<file path="src/sv/bhte_pkg.sv">
// Shared types and constants for the bucketed hash table engine.
// No dependencies.
package bhte_pkg;

  localparam int FUNC_W   = 2;
  localparam int KEY_W    = 31;
  localparam int VAL_W    = 16;
  localparam int BUCKET_W = 4;
  localparam int STATUS_W = 2;
  localparam int TOTAL_W  = 7;

  typedef enum logic [FUNC_W-1:0] {
    FN_INSERT = 2'd0,
    FN_LOOKUP = 2'd1,
    FN_REMOVE = 2'd2
  } func_e;

  typedef enum logic [STATUS_W-1:0] {
    ST_OK        = 2'd0,
    ST_PRESENT   = 2'd1,
    ST_NOT_FOUND = 2'd2,
    ST_FULL      = 2'd3
  } status_e;

  typedef enum logic [1:0] {
    S_CLEAR,
    S_IDLE,
    S_EXEC
  } state_e;

  typedef struct packed {
    logic             valid;
    logic [KEY_W-1:0] key;
    logic [VAL_W-1:0] value;
  } slot_t;

endpackage

</file>
<file path="src/sv/bhte_ram.sv">
// Generic simple dual-port RAM, one write and one registered read port.
// No dependencies.
module bhte_ram #(
  parameter int WIDTH = 8,
  parameter int DEPTH = 16,
  localparam int AW = (DEPTH > 1) ? $clog2(DEPTH) : 1
) (
  input  logic             clk_i,
  input  logic             we_i,
  input  logic [AW-1:0]    waddr_i,
  input  logic [WIDTH-1:0] wdata_i,
  input  logic             re_i,
  input  logic [AW-1:0]    raddr_i,
  output logic [WIDTH-1:0] rdata_o
);

  logic [WIDTH-1:0] mem_q [DEPTH];
  logic [WIDTH-1:0] rdata_q;

  always_ff @(posedge clk_i) begin
    if (we_i) begin
      mem_q[waddr_i] <= wdata_i;
    end
    if (re_i) begin
      rdata_q <= mem_q[raddr_i];
    end
  end

  assign rdata_o = rdata_q;

endmodule

</file>
<file path="src/sv/bucketed_hash_table_engine_core.sv">
// Bucketed key-value table: top level with the row FSM around one bucket RAM.
// Depends on bhte_pkg and bhte_ram.
//
// Each accepted word (start high while busy is low) performs insert, lookup or
// remove on the bucket the caller names; the bucket index is reduced modulo
// NUM_BUCKETS. One RAM row holds all WAYS slots of a bucket (valid, key, value),
// so the row is read at the accept edge, then compared across all ways and
// written back in the following cycle. The result word appears on status_o,
// found_value_o and entry_total_o for one cycle with done_o high, in the cycle
// after that, and the next word may be accepted in that same cycle. There is no
// result backpressure. After reset the block clears the RAM one row per cycle,
// all NUM_BUCKETS rows in turn, with busy held high.
module bucketed_hash_table_engine_core #(
  parameter int NUM_BUCKETS = 16,
  parameter int WAYS        = 4
) (
  input  logic                       clk_i,
  input  logic                       rst_ni,
  input  logic                       start,
  output logic                       busy,
  input  logic [bhte_pkg::FUNC_W-1:0]   func_i,
  input  logic [bhte_pkg::KEY_W-1:0]    key_i,
  input  logic [bhte_pkg::VAL_W-1:0]    value_i,
  input  logic [bhte_pkg::BUCKET_W-1:0] bucket_i,
  output logic                       done_o,
  output logic [bhte_pkg::STATUS_W-1:0] status_o,
  output logic [bhte_pkg::VAL_W-1:0]    found_value_o,
  output logic [bhte_pkg::TOTAL_W-1:0]  entry_total_o
);
  import bhte_pkg::*;

  localparam int SLOTS    = NUM_BUCKETS * WAYS;
  localparam int BIDX_W   = $clog2(NUM_BUCKETS);
  localparam int WAY_W    = (WAYS > 1) ? $clog2(WAYS) : 1;
  localparam int CNT_W    = $clog2(SLOTS + 1);
  localparam int ROW_W    = WAYS * $bits(slot_t);
  localparam int BIN_SPAN = 2 ** BUCKET_W;

  state_e                state_q, state_d;
  logic [BIDX_W-1:0]     clr_q, clr_d;
  logic [CNT_W-1:0]      cnt_q, cnt_d;
  logic [FUNC_W-1:0]     func_q;
  logic [KEY_W-1:0]      key_q;
  logic [VAL_W-1:0]      value_q;
  logic [BIDX_W-1:0]     bucket_q;
  logic                  done_q, done_d;
  status_e               status_q, status_d;
  logic [VAL_W-1:0]      found_q, found_d;
  logic                  accept;

  logic [BIDX_W-1:0]     bucket_map [BIN_SPAN];
  logic                  ram_we;
  logic [BIDX_W-1:0]     ram_waddr;
  logic [ROW_W-1:0]      ram_rdata;
  slot_t [WAYS-1:0]      row_rd, row_wr;

  logic                  hit_any, free_any;
  logic [WAY_W-1:0]      hit_way, free_way;

  // Modulo reduction of the bucket index, resolved at elaboration.
  for (genvar i = 0; i < BIN_SPAN; i++) begin : g_bmap
    assign bucket_map[i] = BIDX_W'(i % NUM_BUCKETS);
  end

  bhte_ram #(
    .WIDTH (ROW_W),
    .DEPTH (NUM_BUCKETS)
  ) u_ram (
    .clk_i   (clk_i),
    .we_i    (ram_we),
    .waddr_i (ram_waddr),
    .wdata_i (row_wr),
    .re_i    (accept),
    .raddr_i (bucket_map[bucket_i]),
    .rdata_o (ram_rdata)
  );

  assign row_rd = ram_rdata;

  // Lowest matching way and lowest free way; scan from the top so way 0 wins.
  always_comb begin
    hit_any  = 1'b0;
    free_any = 1'b0;
    hit_way  = '0;
    free_way = '0;
    for (int w = WAYS - 1; w >= 0; w--) begin
      if (row_rd[w].valid && (row_rd[w].key == key_q)) begin
        hit_any = 1'b1;
        hit_way = WAY_W'(w);
      end
      if (!row_rd[w].valid) begin
        free_any = 1'b1;
        free_way = WAY_W'(w);
      end
    end
  end

  always_comb begin
    state_d   = state_q;
    clr_d     = clr_q;
    cnt_d     = cnt_q;
    ram_we    = 1'b0;
    ram_waddr = bucket_q;
    row_wr    = row_rd;
    done_d    = 1'b0;
    status_d  = ST_OK;
    found_d   = '0;
    accept    = 1'b0;
    case (state_q)
      S_CLEAR: begin
        ram_we    = 1'b1;
        ram_waddr = clr_q;
        row_wr    = '0;
        clr_d     = clr_q + BIDX_W'(1);
        if (clr_q == BIDX_W'(NUM_BUCKETS - 1)) begin
          state_d = S_IDLE;
        end
      end
      S_IDLE: begin
        if (start) begin
          accept  = 1'b1;
          state_d = S_EXEC;
        end
      end
      S_EXEC: begin
        state_d = S_IDLE;
        done_d  = 1'b1;
        case (func_q)
          FN_INSERT: begin
            if (hit_any) begin
              status_d = ST_PRESENT;
            end else if (free_any) begin
              ram_we                 = 1'b1;
              row_wr[free_way].valid = 1'b1;
              row_wr[free_way].key   = key_q;
              row_wr[free_way].value = value_q;
              cnt_d                  = cnt_q + CNT_W'(1);
            end else begin
              status_d = ST_FULL;
            end
          end
          FN_LOOKUP: begin
            if (hit_any) begin
              found_d = row_rd[hit_way].value;
            end else begin
              status_d = ST_NOT_FOUND;
            end
          end
          FN_REMOVE: begin
            if (hit_any) begin
              ram_we                = 1'b1;
              row_wr[hit_way].valid = 1'b0;
              if (cnt_q != '0) begin
                cnt_d = cnt_q - CNT_W'(1);
              end
            end else begin
              status_d = ST_NOT_FOUND;
            end
          end
          default: ;  // unused code: no change, status ok
        endcase
      end
      default: begin
        state_d = S_IDLE;
      end
    endcase
  end

  always_ff @(posedge clk_i or negedge rst_ni) begin
    if (!rst_ni) begin
      state_q <= S_CLEAR;
      clr_q   <= '0;
      cnt_q   <= '0;
      done_q  <= 1'b0;
    end else begin
      state_q <= state_d;
      clr_q   <= clr_d;
      cnt_q   <= cnt_d;
      done_q  <= done_d;
    end
  end

  always_ff @(posedge clk_i) begin
    if (accept) begin
      func_q   <= func_i;
      key_q    <= key_i;
      value_q  <= value_i;
      bucket_q <= bucket_map[bucket_i];
    end
    status_q <= status_d;
    found_q  <= found_d;
  end

  assign busy          = (state_q != S_IDLE);
  assign done_o        = done_q;
  assign status_o      = status_q;
  assign found_value_o = found_q;
  // Count settles at the same edge that raises done_o.
  assign entry_total_o = TOTAL_W'(cnt_q);

endmodule

</file>
<file path="config.mk">
export PLATFORM = sky130hd
export DESIGN_NAME = bucketed_hash_table_engine_core
export DESIGN_NICKNAME = d
export VERILOG_FILES = /design/src/sv/bhte_pkg.sv /design/src/sv/bhte_ram.sv /design/src/sv/bucketed_hash_table_engine_core.sv
export SDC_FILE = /design/constraint.sdc
export NUM_CORES = 2
export LEC_CHECK = 0
export BUFFER_PORTS_ARGS = -buffer_cell sky130_fd_sc_hd__buf_2
export CAP_MARGIN = 25
export CORE_UTILIZATION = 35
export CTS_BUF_LIST = sky130_fd_sc_hd__clkbuf_16
export DETAILED_ROUTE_END_ITERATION = 7
export PLACE_DENSITY = 0.58
export SLEW_MARGIN = 5
export SYNTH_ARGS = -nofsm -noshare
export SYNTH_HDL_FRONTEND = slang
export SYNTH_SLANG_ARGS = --single-unit
</file>
<file path="constraint.sdc">
create_clock -name clk_i -period 41.4 [get_ports clk_i]
set_input_delay 8.28 -clock clk_i [delete_from_list [all_inputs] [get_ports clk_i]]
set_output_delay 8.28 -clock clk_i [all_outputs]
set_load 0.01 [all_outputs]
</file>
Word-level counts from Yosys, hierarchy flattened
Memories as Yosys holds them, arrays and structs flattened. A register that Yosys moved wholly into a read port is not among the register bits.
Cells that the tools add are included.
{ "word_totals": {"ff_bits": 85, "mem_bits_rw": 3072, "rom_bits": 64, "in_bits": 56, "output_inout_bits": 27, "n_memories": 2} }
{ "op_classes": {"add_sub_neg": 3, "order_cmp": 5, "eq_ne": 16, "muxes": 60, "n_bitwise": 1, "reduce_logical": 14} }
{ "memory_table": {"columns": ["memory", "words", "word_bits", "read_ports", "rd_ports_with_merged_regs", "wr", "line_no", "text"], "rows": [
  ["u_ram.mem_q", 16, 192, 1, 1, 1, "bhte_ram.sv:17", "logic [WIDTH-1:0] mem_q [DEPTH];"],
  ["(name not given)", 16, 4, 1, 0, 0, "bucketed_hash_table_engine_core.sv:188", "bucket_q <= bucket_map[bucket_i];"]
]} }
{ "op_table": {"columns": ["operator", "n"], "rows": [
  ["$bwmux W192", 4],
  ["$pmux W192 S2", 2],
  ["$mux W192", 3],
  ["$demux W48 S2", 4],
  ["$eq A31 B31 Y1", 4],
  ["$bmux W48 S2", 1],
  ["$mux W48", 2],
  ["$mux W47", 1],
  ["$mux W16", 2],
  ["$mux W7", 4],
  ["$mux W2", 13],
  ["$mux W1", 16],
  ["$pmux W7 S2", 1],
  ["$mux W4", 3],
  ["$ne A2 B2 Y1 const B", 6],
  ["$pmux W2 S2", 2],
  ["$add A7 B1 Y7 const B", 1],
  ["$reduce_bool A7 Y1", 1],
  ["$sub A7 B1 Y7 const B", 1],
  ["$logic_and A1 B1 Y1", 6],
  ["$lt A2 B3 Y1 const B", 2],
  ["$reduce_and A6 Y1", 1],
  ["$ge A5 B5 Y1 const B", 1],
  ["$not A4 Y5", 1],
  ["12 further kinds", 17]
]} }

Longest topological paths before layout
{ "logic_depth": {"depth_word": 15, "mapped_depth": 11, "ltp_nobuf": 11} }

Modules after synthesis
A second synthesis with hierarchy kept.
{ "hier_totals": {"cells_unflattened": 5847, "area_unflattened_um2": 128449.4} }
{ "by_module_without_submodules": {"columns": ["module", "instances", "cells_each", "area_per_inst_um2", "seq_area_each_um2"], "rows": [
  ["bhte_ram", 1, 5024, 120724.5, 98014.0],
  ["bucketed_hash_table_engine_core", 1, 823, 7724.9, 2302.2]
]} }

Worst setup path after synthesis
Ideal clock, no wire load.
{ "synth_timing": {"kind": "register to register", "start": "register key_q[1]", "end": "memory u_ram.mem_q[15][0] in the netlist's numbering (enable)", "setup_ps": 1766, "arrival_time_ps": 31535, "required_time_ps": 39634, "setup_slack_ps": 8100, "path_stages_with_launch": 9, "cell_sequence": "edfxtp_1 buf_6 xor2_1 nor4_2 nand4_1 or4_4 and4_4 mux2_4 a2111oi_0"} }
{ "synth_between": {"elab_chain_len": 11, "elab_cells_between_ends": 18} }
{ "synth_lines": {"columns": ["element", "line_no", "text"], "rows": [
  ["start, declared", "bucketed_hash_table_engine_core.sv:43", "logic [KEY_W-1:0] key_q;"],
  ["start signal, assigned", "bucketed_hash_table_engine_core.sv:186", "key_q <= key_i;"],
  ["$eq A31 B31 Y1", "bucketed_hash_table_engine_core.sv:87", "if (row_rd[w].valid && (row_rd[w].key == key_q)) begin"],
  ["$logic_and A1 B1 Y1", "bucketed_hash_table_engine_core.sv:87", null],
  ["$mux W1 (3 in a row)", "bucketed_hash_table_engine_core.sv:87", null],
  ["$mux W1 *", "bucketed_hash_table_engine_core.sv:87", null],
  ["$mux W1 (on tied branches)", "bucketed_hash_table_engine_core.sv:150, bucketed_hash_table_engine_core.sv:130", null],
  ["$pmux W1 S2 *", "bucketed_hash_table_engine_core.sv:128", "case (func_q)"],
  ["$pmux W1 S2 *", "bucketed_hash_table_engine_core.sv:109", "case (state_q)"],
  ["$mux W1 *", "bhte_ram.sv:21", "if (we_i) begin"],
  ["$mux W1 (implied by the code) *", "bhte_ram.sv:22", "mem_q[waddr_i] <= wdata_i;"],
  ["end, declared", "bhte_ram.sv:17", null]
]} }
Every way passes the cells marked *; elsewhere a longest branch is shown, timed or not.

Worst setup path in the final report
{ "layout_timing": {"start": "input bucket_i[0] in the netlist's numbering", "end": "register u_ram.rdata_q[0] (netlist: u_ram.rdata_o[0]), read port of u_ram.mem_q, data pin"} }
{ "layout_between": {"elab_chain_len": 4} }
{ "layout_lines": {"columns": ["element", "line_no", "text"], "rows": [
  ["start, declared", "bucketed_hash_table_engine_core.sv:24", "input logic [bhte_pkg::BUCKET_W-1:0] bucket_i,"],
  ["$not A4 Y5 (implied by the code)", "bucketed_hash_table_engine_core.sv:74", ".raddr_i (bucket_map[bucket_i]),"],
  ["$mem_v2 Z16 W4", null, null],
  ["$mux W4 (2 in a row)", null, null],
  ["end, declared", "bhte_ram.sv:18", "logic [WIDTH-1:0] rdata_q;"]
]} }
No other way between the ends. The select of a mux whose other input is x is not followed.
A chain may end at the register's enable or synchronous reset.

==> results.cfg <==
[final_layout]
nNetsFinal = 5613
final_cells = 10633
multiInputGateArea_sq_um = 26780
drive_gt1_frac = 0.2949
seq_area_sq_um = 100300
final_util = 0.4021
nFillCells = 31255
syn_to_final_growth_pct = 13.94
final_area_sq_um = 146200

[route]
avgRoutedWirePerCell_microns = 32.02
drt-total-wl_microns = 340500
drc = 0
drt-initial-drc-count = 6882
routed_via_density = 5.612
dr.pass1.iters = 6
vias = 59677
ant_nets = 0

[power_and_ir_drop]
p_leak_nw = 45.19
total_power_mw = 9.086
max-vdd-ir-drop_v = 0.00005277
powerDensity_nw_per_um2 = 62.14

[sta]
finalSetupTns_ns = 0
rsz0062_at_grt = no
max_slew_margin = 0.2820
worst_pin_slew_ns = 1.077
slew_viol_final = 0
setup_slack_ns = 29.27
finalCritPeriodShare = 0.2930
setup_viol = 0
skew_ns = 0.05940
fmax_mhz = 82.44
finalCriticalPeriod_ns = 12.13
hold_slack_ns = 0.5144
hold_viol = 0

[job]
drv_cap = 0

[floorplanning]
ios = 83
die_h_microns = 607.5
rows = 221
coreArea_sq_um = 363600
initial_core_util = 0.3529
die_area_sq_um = 369100
fp.dieW_microns = 607.5

[yosys]
synth-main-ff-cell = edfxtp_1
synth_edf_count = 3317
synthTopCellsByCount = edfxtp_1, mux4_2, clkbuf_1
post-synth-top-count-cell = edfxtp_1
yosys.area_share.simple = 0.008473
yosys.area.top_type_share = 0.7762
synth.area.top_cells = edfxtp_1, mux4_2, a32o_1
synth.area.mux_share = 0.1678
ys_warn_count = 0
synthCells = 5283
synth_fa_ha_area_frac = 0.001131
synth-compound-area-share = 0.02077
syn-cell-area_sq_um = 128300
synth_async_sr_flop_share = 0.004180
yosys.area_share.xor_xnor = 0.008873
syn_area_per_cell_sq_um = 24.29
synth_cell_types = 56
synth_top_family_by_area = multiplexers
syn_nets = 5350
ys_ff_latch = 3349
ys_seq_area_frac = 0.7817
synth_area_leader_cell = edfxtp_1

[global_routing]
overflow = 0
track_usage = 0.1814
grt_max_degree = 135
antenna_found_initial = 9
grt_first_pass_wirelength_microns = 479800
grt_pass1_vias = 62052

[cts]
cts_resized = 0
clkSlewWorstSetupHoldPaths_ns = 0.06
cts_sinks = 3349
cts_inserted_buffers = 332
clockBufferDepth = 4
cts_htree_levels = 5
holdBufCountCts = 0
cts_setup_buffers = 0
cts_root_buf = clkbuf_16
clk_latency_ns = 0.89
cts_tree = done

[critical_path]
cp-end-kind = flop
crit_chain = buf_12, buf_4, buf_4, buf_4, mux4_2, mux4_2
worst_path_most_repeated_cell = buf_4
cp-start-kind = input port
crit_type = input port to flop
cpPeakStageDelay_ns = 0.84
required_ns = 41.98
cpMaxStageDelayCell = buf_4
critPathBufInv = 4
arrival_ns = 12.71
critical_path_peak_fanout = 101
crit_family = buffers and inverters

[place]
dp_hpwl_microns = 174600
dpl-instance-area_sq_um = 135100
post-place-cells = 10005
place.gp.congestion = 0.7528
port_buffers = 82
pre_cts_ws_ns = 28.21

[worst_hold_path]
hold_class = flop to flop

[run_status]
status = complete, no violations
-- worst paths after layout --
path,from,endpoint,slack [ns],depth (start not counted)
worst max-delay path,bucket_i[0],u_ram.rdata_o[0],29.27,6
worst min-delay path,entry_total_o[6],entry_total_o[6],0.51,1
worst max register to register,key_q[30],u_ram.mem_q[7][96],33.90,11
worst min register to register,entry_total_o[6],entry_total_o[6],0.51,1
max in group asynchronous,rst_ni,clr_q[0],33.85,1
min in group asynchronous,rst_ni,entry_total_o[2],7.29,1
-- metal layers --
metal | track usage | share of wire | vias up
li1 | - | - | 23640
met1 | 0.2341 | 0.39 | 33187
met2 | 0.3203 | 0.52 | 2384
met3 | 0.02709 | 0.065 | 464
met4 | 0.04517 | 0.024 | 2
met5 | 0 | 0.000038 | -
-- cells by family after synthesis --
logic type	Yosys count
AO/OA/AOI/OAI	311
XOR/XNOR	130
adder cells (fa/ha/maj)	11
buffers and inverters	339
flip-flops	3349
multiplexers	968
AND/OR/NAND/NOR	175
-- layout make-up --
cell class | count | area share
Clock inverter | 250 | 0.01637
Antenna cell | 33 | 0.0005648
Multi-Input combinational cell | 1595 | 0.1831
Timing Repair Buffer | 250 | 0.01347
Sequential cell | 3349 | 0.6861
Tap cell | 4794 | 0.04102
Inverter | 18 | 0.0004621
Clock buffer | 344 | 0.05888
-- state kept, by name, indices dropped and copies added (netlist names) --
signal,cells
found_value_o,16
bucket_q,4
done_o,1
u_ram.mem_q,3072
status_o,2
state_q,2
u_ram.rdata_o,192
clr_q,4
value_q,16
key_q,31
entry_total_o,7
func_q,2
-- report_power, final --
part	internal [mW]	leakage, nW	switching, mW
registers	4.54	30.7	0.130
logic	0.349	8.88	0.992
clock network	1.79	5.58	1.28
-- cell usage in the layout (no fill, tap or decap), types with 19 or more instances in the layout --
cell	count
a21oi_1	22
a22o_1	47
a22oi_1	32
a32o_1	141
buf_2	78
buf_4	149
bufinv_16	46
clkbuf_16	344
clkinv_1	67
clkinv_2	47
diode_2	33
edfxtp_1	3317
inv_1	76
mux4_2	946
nand2_1	19
nand4_1	44
nor4_1	25
xnor2_1	89
xor2_1	41
(Power assumes the default switching activity.)
